===== src/rtl/acld_pkg.sv =====
// Package: types, constants and keyword tables of the ASCII command line decoder.
package acld_pkg;

  localparam int VALUE_BITS = 16;
  localparam int NUM_KW     = 12;
  localparam int PWM_BIT    = 12;
  localparam int KW_MAX_LEN = 10;

  typedef logic [7:0]            char_t;
  typedef logic [3:0]            pos_t;
  typedef logic [VALUE_BITS-1:0] value_t;
  typedef logic [KW_MAX_LEN*8-1:0] kw_str_t;

  localparam char_t CH_NUL    = 8'h00;
  localparam char_t CH_TAB    = 8'h09;
  localparam char_t CH_CR     = 8'h0D;
  localparam char_t CH_SPACE  = 8'h20;
  localparam char_t CH_PLUS   = 8'h2B;
  localparam char_t CH_ZERO   = 8'h30;
  localparam char_t CH_NINE   = 8'h39;
  localparam char_t CH_LC_A   = 8'h61;
  localparam char_t CH_LC_Z   = 8'h7A;
  localparam char_t CASE_DIFF = 8'h20;

  typedef enum logic [1:0] {
    ST_OK, ST_EMPTY, ST_BAD_CMD, ST_BAD_PARAM
  } status_t;

  typedef enum logic [3:0] {
    CMD_NONE, CMD_PING, CMD_START, CMD_STOP, CMD_MANUAL, CMD_AUTO, CMD_STATUS,
    CMD_TEMP, CMD_ADC, CMD_CLEAR, CMD_LED_ON, CMD_LED_OFF, CMD_LED_TOGGLE,
    CMD_SET_PWM
  } command_t;

  typedef enum logic [1:0] {
    LP_LEAD, LP_TEXT, LP_STOP_TEXT, LP_STOP_EMPTY
  } line_phase_t;

  typedef enum logic [2:0] {
    PP_PREFIX = 3'd0,
    PP_NAME   = 3'd1,
    PP_GAP    = 3'd2,
    PP_SIGN   = 3'd3,
    PP_DIGITS = 3'd4,
    PP_BAD    = 3'd6
  } pwm_phase_t;

  typedef struct packed {
    status_t  status;
    command_t command;
    value_t   value;
  } result_t;

  typedef struct packed {
    line_phase_t     line_phase;
    logic [NUM_KW:0] cands;
    pos_t            pos;
    logic [1:0]      sp_cnt;
    logic            sp_plain;
    pwm_phase_t      pwm_phase;
    value_t          acc;
    logic            ovf;
  } dec_state_t;

  localparam dec_state_t STATE_RESET = '{
    line_phase: LP_LEAD,
    cands:      '1,
    pos:        '0,
    sp_cnt:     '0,
    sp_plain:   1'b1,
    pwm_phase:  PP_PREFIX,
    acc:        '0,
    ovf:        1'b0
  };

  // Keywords, right-justified in their slots; first character at byte len-1.
  localparam kw_str_t KW_TEXT [NUM_KW] = '{
    "PING", "START", "STOP", "MANUAL", "AUTO", "STATUS",
    "TEMP", "ADC", "CLEAR", "LED ON", "LED OFF", "LED TOGGLE"
  };
  localparam pos_t KW_LEN [NUM_KW] = '{
    4'd4, 4'd5, 4'd4, 4'd6, 4'd4, 4'd6, 4'd4, 4'd3, 4'd5, 4'd6, 4'd7, 4'd10
  };
  localparam logic [23:0] PWM_TEXT = "PWM";

  function automatic logic kw_match(input int k, input pos_t pos, input char_t c);
    pos_t idx;
    logic hit;
    idx = '0;
    hit = 1'b0;
    if (pos < KW_LEN[k]) begin
      idx = KW_LEN[k] - pos - 4'd1;
      hit = (KW_TEXT[k][{idx, 3'b000} +: 8] == c);
    end
    return hit;
  endfunction

  function automatic logic pwm_match(input pos_t pos, input char_t c);
    logic [1:0] idx;
    logic hit;
    idx = '0;
    hit = 1'b0;
    if (pos < 4'd3) begin
      idx = 2'd2 - pos[1:0];
      hit = (PWM_TEXT[{idx, 3'b000} +: 8] == c);
    end
    return hit;
  endfunction

  function automatic logic is_ws(input char_t c);
    return c inside {CH_SPACE, [CH_TAB:CH_CR]};
  endfunction

  function automatic logic is_digit(input char_t c);
    return c inside {[CH_ZERO:CH_NINE]};
  endfunction

  function automatic char_t fold_upper(input char_t c);
    return (c inside {[CH_LC_A:CH_LC_Z]}) ? char_t'(c - CASE_DIFF) : c;
  endfunction

endpackage


===== src/rtl/acld_if.sv =====
// Interfaces: byte input channel and result channel of the command line decoder.
interface acld_in_if import acld_pkg::*; ();
  logic  valid;
  logic  ready;
  char_t char_byte;
  logic  line_end;

  modport source (output valid, output char_byte, output line_end, input ready);
  modport sink   (input valid, input char_byte, input line_end, output ready);
endinterface

interface acld_out_if import acld_pkg::*; ();
  logic       valid;
  logic       ready;
  logic [1:0] status;
  logic [3:0] command;
  value_t     pwm_value;

  modport source (output valid, output status, output command, output pwm_value,
                  input ready);
  modport sink   (input valid, input status, input command, input pwm_value,
                  output ready);
endinterface


===== src/rtl/ascii_command_line_decoder.sv =====
// Top level: ASCII command line decoder with registered input and result stages.
//
// Usage notes
//  - in_ch carries one word per character: char_byte plus line_end. A word with
//    line_end set closes the line and yields exactly one result; its char_byte
//    is don't-care. Character words yield nothing.
//  - out_ch carries status, command and pwm_value (value is zero unless the
//    command is set_pwm).
//  - Order: a word is registered in the input register on acceptance and decoded
//    from there, where a line_end word may wait; its result is registered in
//    the output register, which drives out_ch.
//  - Throughput: one word per cycle while no line_end word waits on a stalled
//    out_ch, as the core updates the match/parse registers once per word.
//  - A result held in the output register does not block character words; only
//    a following line_end word waits while out_ch is stalled, and in_ch.ready
//    drops once the input register holds that waiting word.
//  - Reset (rst_n low, synchronous) empties both stages and returns the line
//    state to "skipping leading whitespace", as after any line_end.
module ascii_command_line_decoder import acld_pkg::*; (
  input  logic clk,
  input  logic rst_n,
  acld_in_if.sink    in_ch,
  acld_out_if.source out_ch
);

  // input stage
  logic    in_valid_r, in_valid_nxt;
  char_t   in_byte_r;
  logic    in_end_r;

  // result stage
  logic    out_valid_r, out_valid_nxt;
  result_t out_res_r;
  result_t core_res;

  logic    out_busy;
  logic    step;
  logic    in_take;

  // A line_end word needs a free result register; characters never wait.
  assign out_busy = out_valid_r && !out_ch.ready;
  assign step     = in_valid_r && !(in_end_r && out_busy);
  assign in_ch.ready = !in_valid_r || step;
  assign in_take  = in_ch.valid && in_ch.ready;

  always_comb begin
    in_valid_nxt = in_valid_r;
    if (in_take)   in_valid_nxt = 1'b1;
    else if (step) in_valid_nxt = 1'b0;
  end

  always_comb begin
    out_valid_nxt = out_valid_r;
    if (step && in_end_r) out_valid_nxt = 1'b1;
    else if (out_ch.ready) out_valid_nxt = 1'b0;
  end

  acld_core u_core (
    .clk       (clk),
    .rst_n     (rst_n),
    .step      (step),
    .char_byte (in_byte_r),
    .line_end  (in_end_r),
    .result    (core_res)
  );

  always_ff @(posedge clk) begin
    if (!rst_n) begin
      in_valid_r  <= 1'b0;
      out_valid_r <= 1'b0;
    end else begin
      in_valid_r  <= in_valid_nxt;
      out_valid_r <= out_valid_nxt;
    end
  end

  // payload registers, no reset
  always_ff @(posedge clk) begin
    if (in_take) begin
      in_byte_r <= in_ch.char_byte;
      in_end_r  <= in_ch.line_end;
    end
    if (step && in_end_r) begin
      out_res_r <= core_res;
    end
  end

  assign out_ch.valid     = out_valid_r;
  assign out_ch.status    = out_res_r.status;
  assign out_ch.command   = out_res_r.command;
  assign out_ch.pwm_value = out_res_r.value;

endmodule


===== src/rtl/acld_core.sv =====
// Decoder core: per-line match/parse state and its update for each accepted word.
module acld_core import acld_pkg::*; (
  input  logic    clk,
  input  logic    rst_n,
  input  logic    step,
  input  char_t   char_byte,
  input  logic    line_end,
  output result_t result
);

  dec_state_t state_r, state_nxt;
  dec_state_t mid;

  function automatic pos_t sat_inc(input pos_t p);
    return (p == '1) ? p : pos_t'(p + 4'd1);
  endfunction

  function automatic dec_state_t commit_space(input dec_state_t s);
    dec_state_t n;
    logic single;
    n = s;
    single = (s.sp_cnt == 2'd1) && s.sp_plain;
    for (int k = 0; k < NUM_KW; k++) begin
      if (s.cands[k] && !(single && kw_match(k, s.pos, CH_SPACE))) n.cands[k] = 1'b0;
    end
    if (s.cands[PWM_BIT]) begin
      case (s.pwm_phase)
        PP_PREFIX: n.cands[PWM_BIT] = 1'b0;
        PP_NAME:   n.pwm_phase = PP_GAP;
        PP_GAP:    n.pwm_phase = PP_GAP;
        default:   n.pwm_phase = PP_BAD;
      endcase
    end
    n.pos = sat_inc(s.pos);
    return n;
  endfunction

  function automatic dec_state_t commit_char(input dec_state_t s, input char_t c);
    dec_state_t n;
    logic [3:0] d;
    logic [VALUE_BITS+3:0] v;
    n = s;
    d = c[3:0];
    v = ({4'b0000, s.acc} << 3) + ({4'b0000, s.acc} << 1) + {{VALUE_BITS{1'b0}}, d};
    for (int k = 0; k < NUM_KW; k++) begin
      if (s.cands[k] && !kw_match(k, s.pos, c)) n.cands[k] = 1'b0;
    end
    if (s.cands[PWM_BIT]) begin
      case (s.pwm_phase)
        PP_PREFIX: begin
          if (pwm_match(s.pos, c)) begin
            if (s.pos == 4'd2) n.pwm_phase = PP_NAME;
          end else begin
            n.cands[PWM_BIT] = 1'b0;
          end
        end
        PP_NAME: n.cands[PWM_BIT] = 1'b0;
        PP_GAP, PP_SIGN: begin
          if (is_digit(c)) begin
            n.acc       = {{(VALUE_BITS-4){1'b0}}, d};
            n.pwm_phase = PP_DIGITS;
          end else if (c == CH_PLUS && s.pwm_phase == PP_GAP) begin
            n.pwm_phase = PP_SIGN;
          end else begin
            n.pwm_phase = PP_BAD;
          end
        end
        PP_DIGITS: begin
          if (is_digit(c)) begin
            if (!s.ovf) begin
              if (|v[VALUE_BITS+3:VALUE_BITS]) n.ovf = 1'b1;
              else n.acc = v[VALUE_BITS-1:0];
            end
          end else begin
            n.pwm_phase = PP_BAD;
          end
        end
        default: n.pwm_phase = PP_BAD;
      endcase
    end
    n.pos = sat_inc(s.pos);
    return n;
  endfunction

  // next state
  always_comb begin
    state_nxt = state_r;
    mid       = state_r;
    if (step) begin
      if (line_end) begin
        state_nxt = STATE_RESET;
      end else if (state_r.line_phase == LP_STOP_TEXT ||
                   state_r.line_phase == LP_STOP_EMPTY) begin
        state_nxt = state_r;
      end else if (char_byte == CH_NUL) begin
        state_nxt.line_phase = (state_r.line_phase == LP_LEAD) ? LP_STOP_EMPTY : LP_STOP_TEXT;
      end else if (is_ws(char_byte)) begin
        if (state_r.line_phase == LP_TEXT) begin
          if (state_r.sp_cnt != 2'd2) state_nxt.sp_cnt = state_r.sp_cnt + 2'd1;
          if (char_byte != CH_SPACE) state_nxt.sp_plain = 1'b0;
        end
      end else begin
        if (state_r.line_phase == LP_TEXT && state_r.sp_cnt != 2'd0) begin
          mid = commit_space(state_r);
        end
        mid.sp_cnt     = 2'd0;
        mid.sp_plain   = 1'b1;
        mid.line_phase = LP_TEXT;
        state_nxt = commit_char(mid, fold_upper(char_byte));
      end
    end
  end

  // line verdict, valid when the current word ends the line
  always_comb begin
    result.status  = ST_BAD_CMD;
    result.command = CMD_NONE;
    result.value   = '0;
    if (state_r.line_phase == LP_LEAD || state_r.line_phase == LP_STOP_EMPTY) begin
      result.status = ST_EMPTY;
    end else begin
      for (int k = 0; k < NUM_KW; k++) begin
        if (state_r.cands[k] && state_r.pos == KW_LEN[k]) begin
          result.status  = ST_OK;
          result.command = command_t'(4'(k + 1));
        end
      end
      if (result.status != ST_OK && state_r.cands[PWM_BIT] &&
          state_r.pwm_phase != PP_PREFIX) begin
        if (state_r.pwm_phase == PP_DIGITS && !state_r.ovf) begin
          result.status  = ST_OK;
          result.command = CMD_SET_PWM;
          result.value   = state_r.acc;
        end else begin
          result.status = ST_BAD_PARAM;
        end
      end
    end
  end

  always_ff @(posedge clk) begin
    if (!rst_n) state_r <= STATE_RESET;
    else        state_r <= state_nxt;
  end

endmodule


===== src/flat_wrapper.sv =====
// flat-port wrapper written by rule: the top's interface ports become plain ports
module ascii_command_line_decoder_flat import acld_pkg::*;
  (clk, rst_n, in_ch_valid, in_ch_char_byte, in_ch_line_end, in_ch_ready, out_ch_valid, out_ch_status, out_ch_command, out_ch_pwm_value, out_ch_ready);
  acld_in_if in_ch_i ();
  acld_out_if out_ch_i ();
  input  logic clk;
  input  logic rst_n;
  input wire logic [$bits(in_ch_i.valid)-1:0] in_ch_valid;
  input wire logic [$bits(in_ch_i.char_byte)-1:0] in_ch_char_byte;
  input wire logic [$bits(in_ch_i.line_end)-1:0] in_ch_line_end;
  output wire logic [$bits(in_ch_i.ready)-1:0] in_ch_ready;
  output wire logic [$bits(out_ch_i.valid)-1:0] out_ch_valid;
  output wire logic [$bits(out_ch_i.status)-1:0] out_ch_status;
  output wire logic [$bits(out_ch_i.command)-1:0] out_ch_command;
  output wire logic [$bits(out_ch_i.pwm_value)-1:0] out_ch_pwm_value;
  input wire logic [$bits(out_ch_i.ready)-1:0] out_ch_ready;
  assign in_ch_i.valid = in_ch_valid;
  assign in_ch_i.char_byte = in_ch_char_byte;
  assign in_ch_i.line_end = in_ch_line_end;
  assign in_ch_ready = in_ch_i.ready;
  assign out_ch_valid = out_ch_i.valid;
  assign out_ch_status = out_ch_i.status;
  assign out_ch_command = out_ch_i.command;
  assign out_ch_pwm_value = out_ch_i.pwm_value;
  assign out_ch_i.ready = out_ch_ready;
  ascii_command_line_decoder u_core (.clk(clk), .rst_n(rst_n), .in_ch(in_ch_i), .out_ch(out_ch_i));
endmodule

===== config.mk =====
export PLATFORM = sky130hd
export DESIGN_NAME = ascii_command_line_decoder_flat
export DESIGN_NICKNAME = d
export VERILOG_FILES = /design/src/rtl/acld_pkg.sv /design/src/rtl/acld_if.sv /design/src/rtl/ascii_command_line_decoder.sv /design/src/rtl/acld_core.sv /design/src/flat_wrapper.sv
export SDC_FILE = /design/constraint.sdc
export NUM_CORES = 1
export LEC_CHECK = 0
export ABC_CLOCK_PERIOD_IN_PS = 7900
export BUFFER_PORTS_ARGS = -buffer_cell sky130_fd_sc_hd__buf_2
export CORE_MARGIN = 2
export CORE_UTILIZATION = 27
export DETAILED_ROUTE_END_ITERATION = 12
export HOLD_SLACK_MARGIN = 0.02
export PLACE_DENSITY = 0.4
export SYNTH_ARGS = -nofsm -noshare
export SYNTH_HDL_FRONTEND = slang
export SYNTH_SLANG_ARGS = --single-unit

===== constraint.sdc =====
create_clock -name clk -period 7.9 [get_ports clk]
set_input_delay 0.79 -clock clk [delete_from_list [all_inputs] [get_ports clk]]
set_output_delay 0.79 -clock clk [all_outputs]
set_load 0.05 [all_outputs]

==> results.sh, run 1 <==
export IMPL_run_status="completed"
export IMPL_io_buffers=36
export IMPL_synth_area_sq_um=6600
export IMPL_fin_crit_sh_pct=57.0
export IMPL_synth_area_leaders="edfxtp_1 14%, ha_1 14%, dfxtp_1 13%, xnor2_1 5.3%, o21ai_0 4.8%"
export IMPL_period_minus_slack_ns=4.50
export IMPL_cts_root_buf="clkbuf_16"
export IMPL_final_max_slew_viol_count=0
export IMPL_grt_pass1_vias=5648
export IMPL_synth_warnings=0
export IMPL_drtIter0Drc=457
export IMPL_gp_congestion=0.824
export IMPL_clk_latency_ns=0.35
export IMPL_avgSynthCellArea_sq_um=8.11
export IMPL_synth_top_family_by_area="simple AND/OR/NAND/NOR gates"
export IMPL_cp_slowest_cell="ha_1"
export IMPL_cp_required_ns=8.14
export IMPL_via_per_inst=5.13
export IMPL_synth_ff_type="dfxtp_1"
export IMPL_grt_max_degree=27
export IMPL_num_vias=5946
export IMPL_clockBufferDepth=2
export IMPL_endpoint_kind="flop"
export IMPL_cts_tree="yes"
export IMPL_placed_cell_area_sq_um=7090
export IMPL_detail_route_antenna_nets=0
export IMPL_wl_um=21000
export IMPL_critPathMaxStageDelay_ns=0.62
export IMPL_finalSetupTns_ns=0
export IMPL_cts_setup_buffers=0
export IMPL_crit_type="reg2reg"
export IMPL_antenna_found_initial=0
export IMPL_fin_nets=917
export IMPL_final_cell_area_sq_um=7370
export IMPL_met1_usage_pct=22.9
export IMPL_synth_compound_area_share_pct=21.9
export IMPL_fmax_ghz=0.222
export IMPL_worst_path_buf_inv=4
export IMPL_p_leak_nw=3.06
export IMPL_die_w_um=160
export IMPL_core_sq_um=24200
export IMPL_rsz0062_at_grt="no"
export IMPL_max_slew_margin_pct=28.4
export IMPL_holdCritPathClass="reg2reg"
export IMPL_synthXorXnorAreaFrac_pct=6.64
export IMPL_firstDrtPassIters=5
export IMPL_hpwl_um=15600
export IMPL_cts_resized=0
export IMPL_synth_adder_area_share_pct=14.3
export IMPL_ys_types=79
export IMPL_maxCapViolCount=0
export IMPL_tightest_slew_ns=1.07
export IMPL_synth_seq_cells=75
export IMPL_grt_util_met2_pct=26.1
export IMPL_h_tree_depth=3
export IMPL_routedWlPerCell_um=18.1
export IMPL_grt_busiest_layer="met2"
export IMPL_synth_fp_nets=900
export IMPL_syn_inst=813
export IMPL_power_density_nw_per_um2=131
export IMPL_cts_buffers=9
export IMPL_yosys_area_top_type="edfxtp_1"
export IMPL_area_delta_synth_final_pct=11.8
export IMPL_start_util_pct=27.3
export IMPL_diodes=0
export IMPL_die_area_sq_um=25700
export IMPL_path_cells="inv_1 -> ha_1 -> nand2b_1 -> nor2_1 -> mux2i_2 -> buf_4 -> inv_1 -> ha_1 -> inv_1 -> ha_1 -> mux2i_1 -> nor2_1 -> a211oi_1 -> nand2_1 -> nand2_1 -> a22oi_1 -> o41ai_1"
export IMPL_synth_simple_area_share_pct=22.8
export IMPL_cp_top_family="adder cells"
export IMPL_grt_first_pass_wirelength_um=33000
export IMPL_drive_gt1_share_pct=9.70
export IMPL_boundaryPins=37
export IMPL_drc=0
export IMPL_critPathLaunchType="flop"
export IMPL_dieHeight_um=160
export IMPL_hold_buffers=0
export IMPL_clk_pin_slew_ns=0.07
export IMPL_synthMuxAreaShare_pct=2.07
export IMPL_clock_skew_ns=0.0123
export IMPL_place_ws_ns=3.48
export IMPL_ir_worst_vdd_uv=86.9
export IMPL_fp_row_count=57
export IMPL_cts_sinks=75
export IMPL_hold_viol_final=0
export IMPL_timing_final_ws_setup_ns=3.40
export IMPL_synthArstFlopShare_pct=0
export IMPL_yosysSeqAreaShare_pct=27.5
export IMPL_grt_overflow_total=0
export IMPL_synth_edf_count=31
export IMPL_final_core_util_pct=30.5
export IMPL_setup_viol=0
export IMPL_grt_use_total_pct=16.3
export IMPL_total_power_w=0.000964
export IMPL_yosysTopAreaCellShare_pct=14.1
export IMPL_crit_arrival_ns=4.75
export IMPL_crit_fanout=16
export IMPL_grtUsageMet3_pct=2.84
sequential cells by signal, indices dropped and copies added, names as in the netlist:
| register | count |
|---|---|
| u_core.out_ch.pwm_value | 16 |
| u_core.out_ch.valid | 1 |
| u_core.in_end_r | 1 |
| u_core.out_ch.status | 2 |
| u_core.in_byte_r | 8 |
| u_core.out_ch.command | 4 |
| u_core.in_valid_r | 1 |
| u_core.u_core.state_r | 42 |
cell families (layout without fill, tap and decap cells):
kind of cell,Yosys count,count (layout)
AOI/OAI and AO/OA,227,227
xor gates and xnor gates,50,50
DFF,75,75
and+or+nand+nor,295,295
muxes,12,12
adders and majority gates,74,74
buffers and inverters,80,102
per-stage QoR:
step                instances  hold slack [ns]
detailed placement       1143            0.494
CTS                      1159            0.503
floorplan                 813            0.449
global route             1159            0.547
global placement         1143            0.487
finish                   1159            0.497
layer usage:
| metal | share of wire, % | routed length, um | up-vias |
|---|---|---|---|
| met4 | 1.6 | 346 | 0 |
| met5 | 0 | 0 | - |
| met1 | 49 | 10300 | 2804 |
| li1 | - | - | 2981 |
| met3 | 3.8 | 791 | 25 |
| met2 | 45 | 9520 | 136 |
synth_stat cells, types with 17 or more instances:
cell type	instances
nand3_1	18
edfxtp_1	31
inv_1	39
nor2b_1	18
dfxtp_1	44
and2_1	18
ha_1	72
nand2_1	69
clkbuf_1	30
o21ai_0	63
a31oi_1	17
nor2_1	67
a21oi_1	58
nor3_1	25
xnor2_1	40
worst register-to-register path: cells and delay by family, from the launching register on:
| kind | cells | cell delay [ns] |
|---|---|---|
| mux | 2 | 0.42 |
| simple gates | 5 | 0.83 |
| buf+inv | 4 | 0.78 |
| fa+ha+maj | 3 | 1.34 |
| compound gates | 3 | 0.66 |
| flops | 1 | 0.37 |
placed cells by master (no fill, tap or decap), types with 13 or more instances in the layout:
cell,count
dfxtp_1,44
and2_1,18
xnor2_1,40
nor2_1,66
ha_1,72
nand2b_1,13
a21oi_1,58
a31oi_1,17
nor3_1,25
edfxtp_1,31
buf_2,36
inv_1,39
nand3_1,18
nand2_1,69
o21ai_0,63
nand4_1,13
nor2b_1,18
worst paths after layout:
kind	startpoint	cells past startpoint	endpoint	slack, ns
hold / removal	u_core.u_core.state_r[1]	2	u_core.u_core.state_r[1]	0.50
setup / recovery	u_core.u_core.state_r[41]	17	u_core.u_core.state_r[37]	3.40
hold reg to reg	u_core.u_core.state_r[1]	2	u_core.u_core.state_r[1]	0.50
setup reg to reg	u_core.u_core.state_r[41]	17	u_core.u_core.state_r[37]	3.40
area by class of cell:
class	count	area (sq um)
Fill cell	2611	16800
Clock buffer	9	225
Clock inverter	7	56.3
Timing Repair Buffer	46	255
Multi-Input combinational cell	658	4470
Sequential cell	75	1810
Inverter	40	153
Tap cell	324	405
where the power goes:
group / internal, W / switching [W] / leakage, nW
clock: 0.000218 / 0.000192 / 0.139
combinational: 0.0000434 / 0.0000831 / 2.26
sequential: 0.000413 / 0.0000147 / 0.664
total: 0.000674 / 0.000290 / 3.06
Power figures use the tool's default switching activity.
==> inputs of run 2 (changes only) <==
Settings changed: ABC_CLOCK_PERIOD_IN_PS 7900 to 4300.
Clock period 7.9 ns to 4.3 ns, I/O delays scaled along.
==> run 2 against run 1 <==
Effect of this change: maximum frequency rose by 17%; global-route usage rose by 0.90 points; clock skew fell by 0.0070 ns; worst hold slack got worse by 0.24 ns; critical endpoint is now u_core.u_core.state_r[6]; highest routed layer unchanged.
==> results.sh, run 2 (synthesized netlist as in run 1, its figures left out) <==
export IMPL_run_status="completed"
export IMPL_largest_reg_flops=42
export IMPL_fillCellCount=2539
export IMPL_critPathMaxStageDelay_ns=0.53
export IMPL_clockBufferDepth=2
export IMPL_internal_power_w=0.00142
export IMPL_hold_buffers=0
export IMPL_core_sq_um=24200
export IMPL_grt_first_pass_wirelength_um=34400
export IMPL_gp_congestion=0.863
export IMPL_drc=0
export IMPL_fin_nets=936
export IMPL_cp_slowest_cell="fa_1"
export IMPL_worst_path_buf_inv=2
export IMPL_cts_buffers=9
export IMPL_via_per_inst=5.07
export IMPL_h_tree_depth=3
export IMPL_cts_root_buf="clkbuf_16"
export IMPL_drtIter0Drc=420
export IMPL_firstDrtPassIters=5
export IMPL_cp_required_ns=4.55
export IMPL_fp_row_count=57
export IMPL_grt_overflow_total=0
export IMPL_num_vias=5974
export IMPL_multiInputGateArea_sq_um=4470
export IMPL_power_density_nw_per_um2=255
export IMPL_regArea_sq_um=1810
export IMPL_antenna_found_initial=0
export IMPL_max_slew_margin_pct=47.7
export IMPL_setup_viol=0
export IMPL_crit_fanout=19
export IMPL_maxCapViolCount=0
export IMPL_die_area_sq_um=25700
export IMPL_diodes=0
export IMPL_fin_crit_sh_pct=89.1
export IMPL_cts_resized=0
export IMPL_regMostFlops="u_core.u_core.state_r"
export IMPL_clock_skew_ns=0.00534
export IMPL_cp_top_family="compound AO/OA/AOI/OAI gates"
export IMPL_dieHeight_um=160
export IMPL_hold_slack_ns=0.254
export IMPL_critPathLaunchType="flop"
export IMPL_clk_pin_slew_ns=0.07
export IMPL_final_cell_mix="72 x ha_1, 69 x nand2_1, 66 x nor2_1"
export IMPL_crit_arrival_ns=4.08
export IMPL_mostFrequentLayoutCell="ha_1"
export IMPL_ir_worst_vdd_uv=147
export IMPL_wl_um=21500
export IMPL_p_leak_nw=3.19
export IMPL_start_util_pct=27.3
export IMPL_holdCritPathClass="in2reg"
export IMPL_finalSetupTns_ns=0
export IMPL_grt_pass1_vias=5847
export IMPL_period_minus_slack_ns=3.83
export IMPL_p_switching_w=0.000520
export IMPL_combinationalPowerShare_pct=12.7
export IMPL_area_delta_synth_final_pct=14.9
export IMPL_detail_route_antenna_nets=0
export IMPL_hpwl_um=16400
export IMPL_tightest_slew_ns=0.781
export IMPL_grt_max_degree=26
export IMPL_drive_gt1_share_pct=11.7
export IMPL_clk_latency_ns=0.35
export IMPL_cts_tree="yes"
export IMPL_p_clk_share_pct=47.1
export IMPL_boundaryPins=37
export IMPL_grt_use_total_pct=17.2
export IMPL_crit_type="reg2reg"
export IMPL_swShare_pct=26.8
export IMPL_hold_viol_final=0
export IMPL_rsz0062_at_grt="no"
export IMPL_die_w_um=160
export IMPL_cts_setup_buffers=0
export IMPL_fmax_ghz=0.261
export IMPL_endpoint_kind="flop"
export IMPL_io_buffers=36
export IMPL_sequentialPowerShare_pct=40.3
export IMPL_cts_sinks=75
export IMPL_final_max_slew_viol_count=0
export IMPL_routedWlPerCell_um=18.3
export IMPL_path_cells="inv_1 -> fa_1 -> inv_1 -> fa_1 -> a211oi_2 -> nor3_1 -> o2111a_1 -> or3_1 -> a311oi_1 -> a21boi_4 -> nor2b_2 -> a22o_1"
run 2: power groups by stage:
stage / logic [W] / registers, W / clock network [W]
after floorplan: 0.000154 / 0.000801 / 0
after global placement: 0.000246 / 0.000796 / 0
after detailed placement: 0.000243 / 0.000795 / 0
after CTS: 0.000244 / 0.000779 / 0.000943
after global routing: 0.000271 / 0.000782 / 0.000963
final: 0.000246 / 0.000780 / 0.000911
run 2: worst register-to-register path: cells and delay by family (launching register included):
family	cells	cell delay, ns
buffers and inverters	2	0.15
AO/OA/AOI/OAI	5	1.57
AND/OR/NAND/NOR	3	0.62
adder cells (fa/ha/maj)	2	1.02
flip-flops	1	0.36
run 2: per-stage QoR:
step	cell area (sq um)	std cells	util, %	worst slack (ns)	power (W)
final	7580	1178	31.4	0.467	0.00194
after global routing	7580	1178	31.4	0.117	0.00202
after floorplan	6600	813	-	0.579	0.000955
after detailed placement	7230	1162	29.9	0.491	0.00104
after CTS	7580	1178	31.4	0.458	0.00197
after global placement	7230	1162	29.9	0.551	0.00104
run 2: cell type report:
class | count | area share (%)
sequential | 75 | 23.9
timing repair buffer | 65 | 5.25
multi-input combinational | 658 | 58.9
clock inverter | 7 | 1.63
inverter | 40 | 2.01
clock buffer | 9 | 2.97
tap | 324 | 5.35
run 2: worst paths after layout:
check,from,end,slack (ns),cells past startpoint
worst max-delay path,u_core.u_core.state_r[1],u_core.u_core.state_r[6],0.47,12
worst min-delay path,in_ch_char_byte[6],u_core.in_byte_r[6],0.25,1
worst max register to register,u_core.u_core.state_r[1],u_core.u_core.state_r[6],0.47,12
worst min register to register,u_core.u_core.state_r[1],u_core.u_core.state_r[1],0.49,2
run 2: layer usage:
layer | part of all wire [%] | wire length (um) | vias up | track usage (%)
met4 | 2.2 | 471 | 0 | 5.73
li1 | - | - | 3021 | -
met1 | 49 | 10500 | 2785 | 23.9
met2 | 45 | 9640 | 140 | 27.3
met3 | 3.9 | 847 | 28 | 2.82
met5 | 0 | 0 | - | 0
==> inputs of run 3 (changes only) <==
Settings changed: CELL_PAD_IN_SITES_DETAIL_PLACEMENT from default to 1, CELL_PAD_IN_SITES_GLOBAL_PLACEMENT from default to 1, PLACE_DENSITY 0.4 to 0.49.
==> run 3 against run 2 <==
Effect of this change: worst hold slack lost 0.0056 ns; wire length grew 9.2%; die area unchanged; final cell count decreased by 0.42%; critical endpoint is now u_core.u_core.state_r[39]; power down 5.2%; combinational power is 2% higher; via count up 2.1%; utilization decreased by 0.34 points; clock skew grew 0.010 ns; largest power group unchanged; critical path depth up 2.
==> results.sh, run 3 (synthesized netlist as in run 1, its figures left out) <==
export IMPL_clk_latency_ns=0.35
export IMPL_total_power_w=0.00184
export IMPL_drc=0
export IMPL_io_buffers=36
export IMPL_fp_row_count=57
export IMPL_grt_pass1_vias=6366
export IMPL_die_w_um=160
export IMPL_grt_first_pass_wirelength_um=37400
export IMPL_holdCritPathClass="in2reg"
export IMPL_hold_viol_final=0
export IMPL_drive_gt1_share_pct=11.2
export IMPL_largest_reg_flops=42
export IMPL_ir_worst_vdd_uv=133
export IMPL_crit_arrival_ns=4.19
export IMPL_boundaryPins=37
export IMPL_p_leak_nw=3.13
export IMPL_area_delta_synth_final_pct=13.7
export IMPL_finalSetupTns_ns=0
export IMPL_cts_tree="yes"
export IMPL_endpoint_kind="flop"
export IMPL_start_util_pct=27.3
export IMPL_hold_buffers=0
export IMPL_gp_congestion=0.896
export IMPL_cts_resized=0
export IMPL_fin_crit_sh_pct=91.0
export IMPL_dieHeight_um=160
export IMPL_num_vias=6101
export IMPL_cts_setup_buffers=0
export IMPL_period_minus_slack_ns=3.91
export IMPL_power_density_nw_per_um2=245
export IMPL_tightest_slew_ns=0.830
export IMPL_clock_skew_ns=0.0155
export IMPL_clk_pin_slew_ns=0.07
export IMPL_routedWlPerCell_um=20.0
export IMPL_mostFrequentLayoutCell="ha_1"
export IMPL_regMostFlops="u_core.u_core.state_r"
export IMPL_cts_sinks=75
export IMPL_clockBufferDepth=2
export IMPL_hpwl_um=18300
export IMPL_setup_viol=0
export IMPL_fmax_ghz=0.256
export IMPL_detail_route_antenna_nets=0
export IMPL_antenna_found_initial=0
export IMPL_diodes=0
export IMPL_run_status="completed"
export IMPL_crit_type="reg2reg"
export IMPL_final_max_slew_viol_count=0
export IMPL_grt_overflow_total=0
export IMPL_cts_buffers=9
export IMPL_cts_root_buf="clkbuf_16"
export IMPL_die_area_sq_um=25700
export IMPL_critPathLaunchType="flop"
export IMPL_rsz0062_at_grt="no"
export IMPL_maxCapViolCount=0
export IMPL_max_slew_margin_pct=44.4
export IMPL_cp_required_ns=4.58
export IMPL_firstDrtPassIters=4
export IMPL_via_per_inst=5.20
export IMPL_fin_nets=931
export IMPL_grt_max_degree=26
export IMPL_grt_use_total_pct=18.6
export IMPL_final_cell_mix="72 x ha_1, 69 x nand2_1, 66 x nor2_1"
export IMPL_r2r_setup_slack_ns=0.39
export IMPL_crit_fanout=13
export IMPL_wl_um=23500
export IMPL_drtIter0Drc=287
export IMPL_h_tree_depth=3
export IMPL_core_sq_um=24200
## run 3: cell count changes in the layout (fill, tap and decap cells not counted), sizes merged
cell      delta
inv          +2
clkinvlp     +2
bufinv       -2
clkinv       -2
buf          -5
## run 3: final cells by class
type	instances	area, sq um
fillers	2872	16700
multi-input cells	658	4470
flip-flops and latches	75	1810
well taps	324	405
repair buffers	60	360
clock buffers	9	225
inverters	40	153
clock inverters	7	80.1
## run 3: path summary, 6_finish.rpt
check	from	endpoint	depth (start not counted)
min reg2reg	u_core.u_core.state_r[15]	u_core.u_core.state_r[15]	2
max	u_core.u_core.state_r[21]	u_core.u_core.state_r[39]	14
max reg2reg	u_core.u_core.state_r[21]	u_core.u_core.state_r[39]	14
min	in_ch_char_byte[0]	u_core.in_byte_r[0]	1
## run 3: critical path, stage by stage, from the launching register on
cell and delay [ns]:
dfxtp_1 0.39, inv_1 0.08, ha_1 0.28, nand2b_1 0.28, or3_4 0.45, nand2_2 0.23, inv_1 0.22, ha_1 0.46
xor2_1 0.25, nor3_1 0.18, a31oi_1 0.07, nor4_1 0.28, nand3_1 0.16, or3_1 0.34, a31oi_1 0.18
## run 3: power breakdown
part	internal, W	total [W]	switching, W
clock network	0.000458	0.000804	0.000346
registers	0.000758	0.000781	0.0000229
logic	0.0000852	0.000251	0.000166
total	0.00130	0.00184	0.000534
## run 3: metrics by stage
step	utilization [%]	hold slack (ns)	cells	setup slack, ns	cell area (sq um)
after floorplan	-	0.449	813	0.579	6600
after global placement	29.8	0.497	1157	0.444	7200
after detailed placement	29.8	0.507	1157	0.408	7200
after CTS	31.0	0.235	1173	0.369	7500
after global routing	31.0	0.239	1173	0.100	7500
final	31.0	0.248	1173	0.388	7500
## run 3: layer usage
| layer | vias to the layer above | wire (um) | GRT usage (%) | share of wire, % |
|---|---|---|---|---|
| met1 | 3009 | 11300 | 24.9 | 48 |
| met3 | 22 | 454 | 2.35 | 1.9 |
| li1 | 3005 | - | - | - |
| met2 | 65 | 11200 | 31.3 | 48 |
| met4 | 0 | 468 | 5.53 | 2.0 |
| met5 | - | 0 | 0 | 0 |
